## src/design/rbsl_pkg.sv

```systemverilog
package rbsl_pkg;

   // Configuration register indexes.
   localparam logic [1:0] CSR_MAX_RPM    = 2'd0;
   localparam logic [1:0] CSR_SHIFT_RPM  = 2'd1;
   localparam logic [1:0] CSR_TIMEOUT_MS = 2'd2;

   localparam logic [15:0] MAX_RPM_RESET    = 16'd8000;
   localparam logic [15:0] SHIFT_RPM_RESET  = 16'd7000;
   localparam logic [15:0] TIMEOUT_MS_RESET = 16'd5000;

   // Result pattern codes.
   localparam logic [1:0] PAT_OFF = 2'd0;
   localparam logic [1:0] PAT_BAR = 2'd1;
   localparam logic [1:0] PAT_RED = 2'd2;

   localparam logic [4:0]  FULL_BAR = 5'd16;
   localparam logic [15:0] BLINK_MS = 16'd100;

   // The time compare walks the 32-bit stamps one nibble per cycle.
   localparam int DIGIT_W  = 4;
   localparam int TIME_W   = 32;
   localparam int DIGITS   = TIME_W / DIGIT_W;
   localparam int DIGIT_CW = $clog2(DIGITS);

   // Quotient bits left after the saturation check (bar below sixteen).
   localparam int QUOT_W = 4;
   localparam int QUOT_CW = $clog2(QUOT_W);

   typedef struct packed {
      logic blink_due;
      logic idle_due;
   } rbsl_tchk_type;

endpackage

```

## src/design/rpm_bargraph_shift_light_top.sv

```systemverilog
// Channel   Direction  Handshake            Payload
// req_      in         req_valid/req_ready  req_rpm[15:0], req_now_ms[31:0]
// rsp_      out        rsp_valid/rsp_ready  rsp_refresh, rsp_pattern[1:0], rsp_bar_count[4:0]
// csr_      in         csr_we               csr_index[1:0], csr_wdata[15:0]
//
// One item at a time: accept, run the nibble-serial time compare (which also
// covers the four-step bar divider), see both finish in the run state, then
// commit; a new item is accepted only after the previous one has committed.
// A result waits in the output register; the next item is accepted and
// worked on meanwhile, and its commit waits until the register is taken.
// Synchronous reset restores the register defaults and clears the control
// and strip state, but not the captured item or the result registers.
module rpm_bargraph_shift_light_top
   import rbsl_pkg::*;
#(
   parameter int STRIP_LEDS = 16
) (
   input  logic        clock,
   input  logic        reset,
   input  logic        req_valid,
   output logic        req_ready,
   input  logic [15:0] req_rpm,
   input  logic [31:0] req_now_ms,
   output logic        rsp_valid,
   input  logic        rsp_ready,
   output logic        rsp_refresh,
   output logic [1:0]  rsp_pattern,
   output logic [4:0]  rsp_bar_count,
   input  logic        csr_we,
   input  logic [1:0]  csr_index,
   input  logic [15:0] csr_wdata
);

   localparam logic [4:0] STRIP_CAP = 5'(STRIP_LEDS);

   typedef enum logic [1:0] {
      ST_IDLE,
      ST_RUN,
      ST_COMMIT
   } state_type;

   state_type     state_ff;
   logic [15:0]   max_rpm_ff, shift_rpm_ff, timeout_ms_ff;
   logic [15:0]   rpm_ff;
   logic [31:0]   now_ff;
   logic [31:0]   blink_stamp_ff, blink_stamp_in;
   logic [31:0]   steady_since_ff, steady_since_in;
   logic [4:0]    last_count_ff, last_count_in;
   logic          last_none_ff, last_none_in;
   logic          red_shown_ff, red_shown_in;
   logic          rsp_valid_ff;
   logic          refresh_ff, refresh_in;
   logic [1:0]    pattern_ff, pattern_in;
   logic [4:0]    shown_ff, shown_in;

   logic          accept;
   logic          out_free;
   logic          div_done, tcmp_done;
   logic [4:0]    count;
   rbsl_tchk_type due;
   logic [31:0]   steady_eff;

   assign req_ready  = (state_ff == ST_IDLE);
   assign accept     = req_valid && req_ready;
   assign out_free   = !rsp_valid_ff || rsp_ready;
   // An unset steady mark counts as starting at this item's time.
   assign steady_eff = (steady_since_ff == 32'd0) ? req_now_ms : steady_since_ff;

   rbsl_div u_div (
      .clock    (clock),
      .reset    (reset),
      .start    (accept),
      .dividend (req_rpm),
      .divisor  (max_rpm_ff),
      .done     (div_done),
      .count    (count)
   );

   rbsl_tcmp u_tcmp (
      .clock   (clock),
      .reset   (reset),
      .start   (accept),
      .now     (req_now_ms),
      .stamp_a (blink_stamp_ff),
      .limit_a (BLINK_MS),
      .stamp_b (steady_eff),
      .limit_b (timeout_ms_ff),
      .done    (tcmp_done),
      .due     (due)
   );

   always_comb begin
      blink_stamp_in  = blink_stamp_ff;
      steady_since_in = steady_since_ff;
      last_count_in   = last_count_ff;
      last_none_in    = last_none_ff;
      red_shown_in    = red_shown_ff;
      refresh_in      = 1'b0;
      pattern_in      = PAT_OFF;
      shown_in        = 5'd0;
      if (rpm_ff >= shift_rpm_ff) begin
         if (due.blink_due) begin
            blink_stamp_in = now_ff;
            refresh_in     = 1'b1;
            red_shown_in   = ~red_shown_ff;
            pattern_in     = red_shown_ff ? PAT_OFF : PAT_RED;
         end
         steady_since_in = now_ff;
      end else if (last_none_ff || count != last_count_ff) begin
         refresh_in      = 1'b1;
         pattern_in      = PAT_BAR;
         shown_in        = (count > STRIP_CAP) ? STRIP_CAP : count;
         red_shown_in    = 1'b0;
         last_count_in   = count;
         last_none_in    = 1'b0;
         steady_since_in = now_ff;
      end else begin
         if (steady_since_ff == 32'd0 || due.idle_due) begin
            steady_since_in = now_ff;
         end
         if (due.idle_due) begin
            refresh_in   = 1'b1;
            red_shown_in = 1'b0;
         end
      end
   end

   always_ff @(posedge clock) begin
      if (reset) begin
         state_ff        <= ST_IDLE;
         max_rpm_ff      <= MAX_RPM_RESET;
         shift_rpm_ff    <= SHIFT_RPM_RESET;
         timeout_ms_ff   <= TIMEOUT_MS_RESET;
         blink_stamp_ff  <= 32'd0;
         steady_since_ff <= 32'd0;
         last_count_ff   <= 5'd0;
         last_none_ff    <= 1'b1;
         red_shown_ff    <= 1'b0;
         rsp_valid_ff    <= 1'b0;
      end else begin
         if (csr_we) begin
            unique case (csr_index)
               CSR_MAX_RPM:    max_rpm_ff    <= csr_wdata;
               CSR_SHIFT_RPM:  shift_rpm_ff  <= csr_wdata;
               CSR_TIMEOUT_MS: timeout_ms_ff <= csr_wdata;
               default: ;
            endcase
         end
         if (state_ff == ST_COMMIT && out_free) begin
            rsp_valid_ff <= 1'b1;
         end else if (rsp_valid_ff && rsp_ready) begin
            rsp_valid_ff <= 1'b0;
         end
         unique case (state_ff)
            ST_IDLE: begin
               if (accept) begin
                  rpm_ff   <= req_rpm;
                  now_ff   <= req_now_ms;
                  state_ff <= ST_RUN;
               end
            end
            ST_RUN: begin
               if (div_done && tcmp_done) begin
                  state_ff <= ST_COMMIT;
               end
            end
            ST_COMMIT: begin
               if (out_free) begin
                  blink_stamp_ff  <= blink_stamp_in;
                  steady_since_ff <= steady_since_in;
                  last_count_ff   <= last_count_in;
                  last_none_ff    <= last_none_in;
                  red_shown_ff    <= red_shown_in;
                  refresh_ff      <= refresh_in;
                  pattern_ff      <= pattern_in;
                  shown_ff        <= shown_in;
                  state_ff        <= ST_IDLE;
               end
            end
            default: state_ff <= ST_IDLE;
         endcase
      end
   end

   assign rsp_valid     = rsp_valid_ff;
   assign rsp_refresh   = refresh_ff;
   assign rsp_pattern   = pattern_ff;
   assign rsp_bar_count = shown_ff;

endmodule

```

## src/design/rbsl_div.sv

```systemverilog
module rbsl_div
   import rbsl_pkg::*;
(
   input  logic        clock,
   input  logic        reset,
   input  logic        start,
   input  logic [15:0] dividend,
   input  logic [15:0] divisor,
   output logic        done,
   output logic [4:0]  count
);

   logic [15:0]        rem_ff, rem_in;
   logic [15:0]        div_ff;
   logic [QUOT_W-1:0]  quot_ff, quot_in;
   logic [QUOT_CW-1:0] step_ff;
   logic               busy_ff;
   logic               done_ff;
   logic               sat_ff;
   logic [16:0]        shifted;
   logic               fits;

   // Restoring division of (dividend * 16) by divisor. When dividend is below
   // divisor the first sixteen quotient bits are zero, so only the four steps
   // that shift in the appended zeros are run.
   always_comb begin
      shifted = {rem_ff, 1'b0};
      fits    = shifted >= {1'b0, div_ff};
      rem_in  = fits ? 16'(shifted - {1'b0, div_ff}) : shifted[15:0];
      quot_in = {quot_ff[QUOT_W-2:0], fits};
   end

   always_ff @(posedge clock) begin
      if (reset) begin
         busy_ff <= 1'b0;
         done_ff <= 1'b0;
         sat_ff  <= 1'b0;
         step_ff <= '0;
      end else if (start) begin
         rem_ff  <= dividend;
         div_ff  <= divisor;
         quot_ff <= '0;
         step_ff <= '0;
         if (divisor == 16'd0 || dividend >= divisor) begin
            sat_ff  <= 1'b1;
            busy_ff <= 1'b0;
            done_ff <= 1'b1;
         end else begin
            sat_ff  <= 1'b0;
            busy_ff <= 1'b1;
            done_ff <= 1'b0;
         end
      end else if (busy_ff) begin
         rem_ff  <= rem_in;
         quot_ff <= quot_in;
         step_ff <= step_ff + 1'b1;
         if (step_ff == QUOT_CW'(QUOT_W - 1)) begin
            busy_ff <= 1'b0;
            done_ff <= 1'b1;
         end
      end
   end

   assign done  = done_ff;
   assign count = sat_ff ? FULL_BAR : 5'(quot_ff);

endmodule

```

## src/design/rbsl_tcmp.sv

```systemverilog
module rbsl_tcmp
   import rbsl_pkg::*;
(
   input  logic              clock,
   input  logic              reset,
   input  logic              start,
   input  logic [TIME_W-1:0] now,
   input  logic [TIME_W-1:0] stamp_a,
   input  logic [15:0]       limit_a,
   input  logic [TIME_W-1:0] stamp_b,
   input  logic [15:0]       limit_b,
   output logic              done,
   output rbsl_tchk_type     due
);

   logic [TIME_W-1:0]   now_ff, a_ff, b_ff;
   logic [15:0]         la_ff, lb_ff;
   logic                bda_ff, bla_ff, bdb_ff, blb_ff;
   logic [DIGIT_CW-1:0] digit_ff;
   logic                busy_ff;
   logic                done_ff;
   logic [DIGIT_W:0]    da, la, db, lb;

   // Per nibble: first (now - stamp) with its own borrow chain, then the
   // difference nibble minus the limit nibble with a second borrow chain.
   // No final borrow from the second chain means the elapsed time is at or
   // above the limit, modulo two to the 32.
   always_comb begin
      da = {1'b0, now_ff[DIGIT_W-1:0]} - {1'b0, a_ff[DIGIT_W-1:0]} - (DIGIT_W+1)'(bda_ff);
      la = {1'b0, da[DIGIT_W-1:0]} - {1'b0, la_ff[DIGIT_W-1:0]} - (DIGIT_W+1)'(bla_ff);
      db = {1'b0, now_ff[DIGIT_W-1:0]} - {1'b0, b_ff[DIGIT_W-1:0]} - (DIGIT_W+1)'(bdb_ff);
      lb = {1'b0, db[DIGIT_W-1:0]} - {1'b0, lb_ff[DIGIT_W-1:0]} - (DIGIT_W+1)'(blb_ff);
   end

   always_ff @(posedge clock) begin
      if (reset) begin
         busy_ff  <= 1'b0;
         done_ff  <= 1'b0;
         digit_ff <= '0;
      end else if (start) begin
         now_ff   <= now;
         a_ff     <= stamp_a;
         b_ff     <= stamp_b;
         la_ff    <= limit_a;
         lb_ff    <= limit_b;
         bda_ff   <= 1'b0;
         bla_ff   <= 1'b0;
         bdb_ff   <= 1'b0;
         blb_ff   <= 1'b0;
         digit_ff <= '0;
         busy_ff  <= 1'b1;
         done_ff  <= 1'b0;
      end else if (busy_ff) begin
         now_ff   <= now_ff >> DIGIT_W;
         a_ff     <= a_ff >> DIGIT_W;
         b_ff     <= b_ff >> DIGIT_W;
         la_ff    <= la_ff >> DIGIT_W;
         lb_ff    <= lb_ff >> DIGIT_W;
         bda_ff   <= da[DIGIT_W];
         bla_ff   <= la[DIGIT_W];
         bdb_ff   <= db[DIGIT_W];
         blb_ff   <= lb[DIGIT_W];
         digit_ff <= digit_ff + 1'b1;
         if (digit_ff == DIGIT_CW'(DIGITS - 1)) begin
            busy_ff <= 1'b0;
            done_ff <= 1'b1;
         end
      end
   end

   assign done          = done_ff;
   assign due.blink_due = ~bla_ff;
   assign due.idle_due  = ~blb_ff;

endmodule

```

## config.mk

```make
export PLATFORM = sky130hd
export DESIGN_NAME = rpm_bargraph_shift_light_top
export DESIGN_NICKNAME = d
export VERILOG_FILES = /design/src/design/rbsl_pkg.sv /design/src/design/rpm_bargraph_shift_light_top.sv /design/src/design/rbsl_div.sv /design/src/design/rbsl_tcmp.sv
export SDC_FILE = /design/constraint.sdc
export NUM_CORES = 1
export LEC_CHECK = 0
export BUFFER_PORTS_ARGS = -buffer_cell sky130_fd_sc_hd__buf_2
export CELL_PAD_IN_SITES_DETAIL_PLACEMENT = 0
export CELL_PAD_IN_SITES_GLOBAL_PLACEMENT = 1
export CORE_ASPECT_RATIO = 0.75
export CORE_MARGIN = 1
export CORE_UTILIZATION = 54
export CTS_BUF_LIST = sky130_fd_sc_hd__clkbuf_8
export CTS_CLUSTER_DIAMETER = 40
export DETAILED_ROUTE_END_ITERATION = 12
export GPL_TIMING_DRIVEN = 0
export PLACE_DENSITY_LB_ADDON = 0.1
export SYNTH_ARGS = -nofsm -noshare
export SYNTH_HDL_FRONTEND = slang
export SYNTH_SLANG_ARGS = --single-unit
```

## constraint.sdc

```tcl
create_clock -name clock -period 17.6 [get_ports clock]
set_input_delay 3.52 -clock clock [delete_from_list [all_inputs] [get_ports clock]]
set_output_delay 3.52 -clock clock [all_outputs]
set_load 0.005 [all_outputs]
```

==> impl_metrics.yaml, run 1 <==
timing:
  min_period_ns: 6.857
  slew_headroom: 0.2642
  fmax_ghz: 0.1458
  holdWs_ns: 0.4601
  rsz0062_at_grt: "false"
  tightestPinTransition_ns: 1.100
  final_max_slew_viol_count: 0
  finalCritPeriodShare: 0.3896
  hold_viol: 0
  tns_ns: 0
  finalSetupViolCount: 0
  skew_ns: 0.02899
logic_synthesis:
  synth_common_cells: "359 x nand2_1, 211 x edfxtp_1, 132 x dfxtp_1"
  syn-instance-count: 1526
  ys_async_sr_fraction: 0
  syn-num-nets: 1673
  yosys_warnings: 0
  synth.top_cell.area_share: 0.4015
  ys_types: 61
  synth.area.top_cells: "edfxtp_1 40%, dfxtp_1 17%, nand2_1 8.5%, ha_1 5.6%, mux2i_1 4.6%"
  syn-mean-instance-area_um2: 10.34
  synth_most_common_cell: "nand2_1"
  ys_seq_area_frac: 0.5689
  synth.ff_latch_count: 343
  synth_edf_count: 211
  syn_area_um2: 15780
  yosysTopAreaCell: "edfxtp_1"
  synthFlopType: "edfxtp_1"
setup_path:
  reg2reg_to: "u_tcmp.b_ff[28]"
  r2r-start: "state_ff[1]"
  arrival_ns: 7.15
  ff2ff_setup_slack_ns: 12.94
  path_class: "primary input to flop"
  cp_max_fo: 33
  worst_setup_path_end_kind: "flop"
  slowest_delay_ns: 0.73
  crit_slowest_cell: "clkbuf_1"
  cpMostUsedCell: "clkbuf_1"
  crit_chain: "buf_2 > nand2_1 > clkbuf_1 > inv_1 > clkbuf_1 > clkbuf_1 > nor2_1 > nor2_4 > buf_12 > buf_12"
  setup.worst_path.start_class: "primary input"
  cp.required_ns: 17.89
  worstRegToRegCells: 10
clocking:
  insertion_delay_ns: 0.61
  h-tree-depth: 2
  root_buffer: "clkbuf_8"
  cts_resized: 0
  cts_buffers: 53
  post_cts_buffers: 0
  hold_buffers: 0
  clockBufferDepth: 3
  cts.reportedPaths.clkPinSlew_ns: 0.06
  cts_sinks: 343
  cts_tree: "yes"
worst_hold_path:
  holdPathEnd: "timeout_ms_ff[13]"
  hp-start: "timeout_ms_ff[13]"
  min_path_type: "flop to flop"
  min_path_cells: 2
power_and_ir_drop:
  power_density_nw_per_um2: 98.38
  p_leak_uw: 0.007201
  vdd_drop_max_uv: 59.47
die:
  die_h_um: 150.1
  ios: 81
  die_area_um2: 29920
  die_w_um: 199.4
  coreArea_um2: 28380
  start_util: 0.5560
  num_rows: 53
drt:
  via_per_inst: 5.373
  drt_first_pass_iters: 5
  top_layer_used: "met4"
  antenna_left: 0
  wl_per_cell_um: 18.61
  met3_length_mm: 2.768
  met1_length_mm: 20.25
  drc: 0
  num_vias: 11256
  routed-wl-met2_mm: 15.44
  routed_wl_mm: 38.99
  drt_iter0_drc: 781
grt:
  grt_max_degree: 34
  grt_use_total: 0.2689
  antenna_found_initial: 0
  grt_pass1_vias: 10709
  grt-ovfl-total: 0
  grt_pass1_wl_mm: 60.37
place:
  dp_cells: 1995
  gp_congestion: 0.8784
  dp_hpwl_mm: 28.46
  portBuffers: 79
cells_and_area:
  synthToLayoutAreaGrowth_pct: 12.57
  nFillCells: 2451
  layout-drive-gt1-share: 0.1083
  fin_cells: 2095
  layout.nets: 1812
job:
  maxCapViolCount: 0
outcome:
  status: "complete, no violations"
worst max-delay path by stage:
| stage | slack (ns) | end | startpoint | cells after the start |
|---|---|---|---|---|
| after floorplan | 7.50 | u_tcmp.a_ff[0] | req_valid | 7 |
| after global placement | 3.61 | u_tcmp.b_ff[30] | req_valid | 8 |
| after detailed placement | 10.09 | u_tcmp.b_ff[28] | req_valid | 10 |
| after CTS | 10.73 | u_tcmp.b_ff[28] | req_valid | 10 |
| after global routing | 10.58 | u_tcmp.b_ff[24] | req_valid | 10 |
| final | 10.74 | u_tcmp.b_ff[28] | req_valid | 10 |
cells by family (layout without fill, tap and decap cells):
kind of cell	Yosys count	after routing	share of synthesized area
simple gates	646	646	0.1884
flops	343	343	0.5689
compound gates	208	208	0.07881
buf+inv	154	337	0.04035
fa+ha+maj	76	76	0.06263
mux	74	74	0.04701
xor+xnor	25	25	0.01387
other cells	0	1	0
worst max-delay path, delay by kind of cell:
family        cells  cell delay [ns]
buf+inv           7             2.59
simple gates      3             0.98
registers in the layout, summed over array words and instances (netlist names), 3 cells and up:
register and flops:
u_tcmp.a_ff 32, u_tcmp.la_ff 3, u_div.rem_ff 16, rsp_bar_count 5, timeout_ms_ff 16, u_tcmp.lb_ff 16, blink_stamp_ff 32, max_rpm_ff 16
u_tcmp.now_ff 32, u_div.div_ff 16, now_ff 32, last_count_ff 5, shift_rpm_ff 16, steady_since_ff 32, rpm_ff 16, u_tcmp.digit_ff 3
u_tcmp.b_ff 32, u_div.quot_ff 4
metal layers:
layer | global-route usage | up-vias
li1 | - | 5518
met1 | 0.4323 | 5366
met3 | 0.04981 | 49
met5 | 0 | -
met2 | 0.3674 | 323
met4 | 0.06374 | 0
metrics by stage:
step                total power [µW]  setup WS (ns)  area [µm²]  utilization
floorplan                       1067          7.500       15780            -
finish                          1748          10.74       17760       0.6259
CTS                             1760          10.73       17760       0.6258
global placement                1135          3.607       16660       0.5869
detailed placement              1139          10.09       16770       0.5909
global route                    1823          10.58       17760       0.6258
cell usage in the layout, fill, tap and decap left out, drive strengths merged, types with 10 or more instances in the layout:
cell type | Yosys | routed
nand2 | 359 | 359
edfxtp | 211 | 211
dfxtp | 132 | 132
clkbuf | 58 | 118
inv | 81 | 108
a21oi | 107 | 107
nor2 | 99 | 99
buf | 15 | 99
nand2b | 81 | 81
mux2i | 73 | 73
ha | 71 | 71
o21ai | 48 | 48
xnor2 | 22 | 22
nand3b | 20 | 20
and3 | 15 | 15
nor4 | 12 | 12
clkinv | 0 | 12
nor3b | 10 | 10
a31oi | 10 | 10
where the power goes:
group / switching, µW / internal [µW]
Combinational: 130 / 77.7
Clock: 312 / 312
Sequential: 16.7 / 899
Total: 459 / 1290
layout make-up:
| class | instances | area [µm²] | area share |
|---|---|---|---|
| Inverter | 81 | 304.0 | 0.01712 |
| Multi-Input combinational cell | 1029 | 6183 | 0.3481 |
| Buffer | 73 | 332.8 | 0.01874 |
| Antenna cell | 1 | 2.502 | 0.0001409 |
| Timing Repair Buffer | 84 | 490.5 | 0.02761 |
| Tap cell | 385 | 481.7 | 0.02712 |
| Clock buffer | 60 | 825.8 | 0.04649 |
| Clock inverter | 39 | 165.2 | 0.009297 |
| Sequential cell | 343 | 8979 | 0.5054 |
No activity file was read; power rests on OpenSTA's default activity.
==> inputs of run 2 (changes only) <==
- CORE_UTILIZATION: 54 -> 46
- clock period: 17.6 -> 5.6 ns (I/O delays scaled with it)
==> run 2 against run 1 <==
Sequential share of layout area down 0.75 points. Highest routed layer unchanged. Non-clock buffer count up 1. Die area up 17%. Combinational power rose to 3.2 times the previous value. Sequential power rose to 3.1 times the previous value. Final cell count up 3.5%. Clock power rose to 3.6 times the previous value. Register-to-register slack worse by 12 ns. Wire length up 4.1%. Sequential cell count unchanged. Total power rose to 3.3 times the previous value. Cell area up 1.5%.
==> impl_metrics.yaml, run 2 (synthesized netlist as in run 1, its figures left out) <==
place:
  dp_cells: 2061
  portBuffers: 79
  dp_hpwl_mm: 29.86
  gp_congestion: 0.8501
timing:
  finalSetupViolCount: 0
  rsz0062_at_grt: "false"
  finalCritPeriodShare: 0.8415
  skew_ns: 0.02625
  slew_headroom: 0.1970
  fmax_ghz: 0.2122
  hold_viol: 0
  tightestPinTransition_ns: 1.200
  final_max_slew_viol_count: 0
  min_period_ns: 4.712
  holdWs_ns: 0.4598
cells_and_area:
  layout.nets: 1817
  final_common_cell: "nand2_1"
  synthToLayoutAreaGrowth_pct: 14.27
  fin_cells: 2168
  layout-drive-gt1-share: 0.1129
  final_cell_mix: "359 x nand2_1, 211 x edfxtp_1, 132 x dfxtp_1"
  nFillCells: 3132
  n_antenna_cell: 0
worst_hold_path:
  min_path_type: "flop to flop"
  hp-start: "shift_rpm_ff[15]"
setup_path:
  worst_setup_path_end_kind: "flop"
  ff2ff_setup_slack_ns: 0.89
  reg2reg_to: "u_tcmp.b_ff[26]"
  crit_slowest_cell: "clkbuf_1"
  path_class: "flop to flop"
  r2r-start: "state_ff[1]"
  cp.required_ns: 5.89
  arrival_ns: 5.00
  setup.worst_path.start_class: "flop"
  worstRegToRegCells: 11
  cp_max_fo: 34
  cpMostUsedCell: "clkbuf_1"
  slowest_delay_ns: 0.74
  crit_end: "u_tcmp.b_ff[26]"
  crit_chain: "nor2_1 > nand2_1 > clkbuf_1 > inv_1 > clkbuf_1 > clkbuf_1 > nor2_1 > nor2_4 > buf_16 > buf_12 > buf_12"
  crit_path_start: "state_ff[1]"
clocking:
  clockBufferDepth: 3
  hold_buffers: 0
  post_cts_buffers: 0
  cts_tree: "yes"
  cts_buffers: 57
  cts.reportedPaths.clkPinSlew_ns: 0.06
  root_buffer: "clkbuf_8"
  h-tree-depth: 2
  cts_sinks: 343
  insertion_delay_ns: 0.62
  cts_resized: 0
grt:
  grt-ovfl-total: 0
  grt_max_degree: 35
  antenna_found_initial: 1
  grt_pass1_wl_mm: 63.27
  grt_use_total: 0.2369
  grt_pass1_vias: 10958
drt:
  drc: 0
  drt_iter0_drc: 806
  antenna_left: 0
  drt_first_pass_iters: 5
  wl_per_cell_um: 18.72
  num_vias: 11267
  routed_wl_mm: 40.59
  via_per_inst: 5.197
die:
  ios: 81
  die_area_um2: 35060
  start_util: 0.4687
  die_w_um: 215.9
  die_h_um: 162.4
  coreArea_um2: 33670
  num_rows: 58
power_and_ir_drop:
  p_leak_uw: 0.007225
  vdd_drop_max_uv: 165.8
  power_density_nw_per_um2: 319.9
outcome:
  status: "complete, no violations"
job:
  maxCapViolCount: 0
run 2: changes by cell type in the layout (fill, tap and decap cells not counted):
cell	previous run	this run
clkinvlp_4	0	3
buf_12	4	3
buf_16	0	2
inv_1	107	93
clkinv_4	0	2
bufinv_16	0	4
clkinv_1	1	15
diode_2	1	0
clkinv_2	11	10
run 2: how the worst min path moves through the flow:
stage / depth (start not counted) / to
after global routing: 2 / shift_rpm_ff[14]
after detailed placement: 2 / shift_rpm_ff[15]
after global placement: 2 / shift_rpm_ff[15]
after CTS: 2 / shift_rpm_ff[15]
final: 2 / shift_rpm_ff[15]
after floorplan: 0 / u_div.div_ff[11]
run 2: layer usage:
layer,global-route usage,part of all wire,routed length [µm]
met5,0,0,0
met4,0.05351,0.014,562
met3,0.04500,0.067,2701
met2,0.3328,0.40,16240
met1,0.3724,0.52,21090
run 2: stage by stage:
stage                     utilization  area [µm²]  power (µW)  setup WS (ns)  TNS, ns
final                          0.5356       18030        5770         0.8878        0
after global routing           0.5356       18030        6030         0.6738        0
after CTS                      0.5356       18030        5825         0.9002        0
after detailed placement       0.5015       16890        3590         0.3859        0
after global placement         0.4974       16750        3568         -1.407  -204.98
after floorplan                     -       15790        3346          1.206        0
run 2: layout make-up:
type / count / area [µm²] / area share
sequential: 343 / 8979 / 0.4979
timing repair buffer: 85 / 525.5 / 0.02914
clock buffer: 60 / 825.8 / 0.04579
inverter: 81 / 304.0 / 0.01686
multi-input combinational: 1029 / 6183 / 0.3429
clock inverter: 47 / 320.3 / 0.01776
tap: 450 / 563.0 / 0.03122
buffer: 73 / 332.8 / 0.01846
run 2: worst max-delay path, delay by kind of cell (launching register included):
family                 cells  cell delay (ns)
buffers and inverters      7             2.65
DFF                        1             0.33
and+or+nand+nor            4             1.38
run 2: report_power, final:
part / switching (µW) / internal [µW]
registers: 52.5 / 2820
clock network: 1040 / 1190
logic: 416 / 248
==> inputs of run 3 (changes only) <==
- ABC_AREA: not set -> 1
- CORE_UTILIZATION: 46 -> 49
- clock period: 5.6 -> 4.4 ns (I/O delays scaled with it)
==> run 3 against run 2 <==
Core utilization up 3.3 points. Maximum frequency up 30%. Via count up 7.8%. Hold slack worse by 0.034 ns. Largest cell class unchanged. Clock power up 28%. Critical path type unchanged. Largest power group unchanged.
==> impl_metrics.yaml, run 3 <==
drt:
  num_vias: 12143
  drt_first_pass_iters: 5
  via_per_inst: 5.214
  wl_per_cell_um: 17.94
  antenna_left: 0
  drc: 0
  drt_iter0_drc: 1026
  routed_wl_mm: 41.79
die:
  die_w_um: 209.1
  die_area_um2: 32890
  num_rows: 56
  ios: 81
  start_util: 0.5010
  coreArea_um2: 31460
  die_h_um: 157.3
power_and_ir_drop:
  power_density_nw_per_um2: 419.3
  vdd_drop_max_uv: 246.5
  finalPower_uw: 7501
  p_leak_uw: 0.007823
place:
  portBuffers: 80
  gp_congestion: 0.8949
  dp_hpwl_mm: 30.60
clocking:
  hold_buffers: 0
  cts_resized: 0
  cts_tree: "yes"
  h-tree-depth: 2
  root_buffer: "clkbuf_8"
  insertion_delay_ns: 0.59
  cts_buffers: 55
  post_cts_buffers: 0
  cts.reportedPaths.clkPinSlew_ns: 0.06
  clockBufferDepth: 3
  cts_sinks: 343
timing:
  finalSetupViolCount: 0
  hold_viol: 0
  rsz0062_at_grt: "false"
  finalCritPeriodShare: 0.8251
  tightestPinTransition_ns: 1.290
  final_max_slew_viol_count: 0
  min_period_ns: 3.630
  holdWs_ns: 0.4263
  slew_headroom: 0.1370
  fmax_ghz: 0.2755
  skew_ns: 0.02015
grt:
  grt_pass1_wl_mm: 64.60
  grt_pass1_vias: 11220
  use_met2: 0.3508
  grt_use_total: 0.2583
  antenna_found_initial: 1
  grtUsageMet3: 0.04090
  grt_max_degree: 120
  grt-ovfl-total: 0
  grt_util_met1: 0.4207
  top_usage_layer: "met1"
job:
  maxCapViolCount: 0
logic_synthesis:
  synth_common_cells: "460 x nand2_1, 211 x edfxtp_1, 210 x nor2_1"
  syn-num-nets: 1885
  ys_seq_area_frac: 0.5697
  ys_types: 37
  synth_edf_count: 211
  syn-instance-count: 1738
  synthFlopType: "edfxtp_1"
  yosysTopAreaCell: "edfxtp_1"
  synth.top_cell.area_share: 0.4020
  synth.area.top_cells: "edfxtp_1 40%, dfxtp_1 17%, nand2_1 11%, ha_1 5.6%, nor2_1 5.0%"
  syn_area_um2: 15760
  yosys_warnings: 0
  synth_most_common_cell: "nand2_1"
  ys_async_sr_fraction: 0
  syn-mean-instance-area_um2: 9.068
  synth.ff_latch_count: 343
cells_and_area:
  layout-drive-gt1-share: 0.1009
  nFillCells: 2866
  final_util: 0.5686
  n_antenna_cell: 0
  register_area_um2: 8979
  final_common_cell: "nand2_1"
  final_cell_mix: "459 x nand2_1, 211 x edfxtp_1, 209 x nor2_1"
  layout.nets: 2024
  synthToLayoutAreaGrowth_pct: 13.50
  multi_input_area_um2: 5868
worst_hold_path:
  min_path_type: "flop to flop"
setup_path:
  setup.worst_path.start_class: "flop"
  worst_setup_path_end_kind: "flop"
  arrival_ns: 3.84
  cp.required_ns: 4.61
  cp_max_fo: 119
  path_class: "flop to flop"
outcome:
  status: "complete, no violations"
==> run 3: cell families (layout without fill, tap and decap cells) <==
kind of cell / count (synthesis) / after routing / share of synthesized area
AND/OR/NAND/NOR: 804 / 804 / 0.2132
flip-flops: 343 / 343 / 0.5697
AO/OA/AOI/OAI: 256 / 256 / 0.08439
buffers and inverters: 241 / 426 / 0.06002
adder cells (fa/ha/maj): 76 / 76 / 0.06272
XOR/XNOR: 18 / 18 / 0.01000
==> run 3: critical path, cell delays in order (launching register included) <==
cell      delay [ns]
dfxtp_1         0.33
nor2_1          0.24
nand2_1         0.31
clkbuf_1        0.47
nor2_4          0.80
inv_1           0.27
nand2_8         0.69
==> run 3: area by class of cell <==
class	instances	area share
flip-flops and latches	343	0.5019
multi-input cells	1154	0.3280
clock buffers	67	0.05155
inverters	170	0.03567
well taps	406	0.02840
repair buffers	82	0.02434
plain buffers	71	0.01721
clock inverters	36	0.01287
==> run 3: stage by stage <==
stage                     instances  setup TNS, ns  worst slack, ns  cell area [µm²]
after global routing           2329              0           0.5821            17890
after detailed placement       2226              0           0.4548            16730
after floorplan                1738              0           0.3157            15770
final                          2329              0           0.7696            17890
after global placement         2224        -215.74           -1.780            16680
after CTS                      2329              0           0.7495            17880
==> run 3: worst paths after layout <==
kind                            cells past startpoint  slack (ns)                end           start
worst max-delay path                                6        0.77  u_tcmp.now_ff[31]     state_ff[1]
worst min-delay path                                0        0.43   u_div.div_ff[12]  max_rpm_ff[12]
worst max register to register                      6        0.77  u_tcmp.now_ff[31]     state_ff[1]
worst min register to register                      0        0.43   u_div.div_ff[12]  max_rpm_ff[12]
==> run 3: layer usage <==
layer | wire length (µm) | up-vias
met5 | 0 | -
met1 | 21900 | 5725
met2 | 16530 | 362
li1 | - | 6013
met4 | 556 | 0
met3 | 2799 | 43
==> run 3: power by group <==
group | switching [µW] | internal (µW)
combinational | 620 | 309
clock | 1290 | 1550
sequential | 75.2 | 3650
total | 1990 | 5510
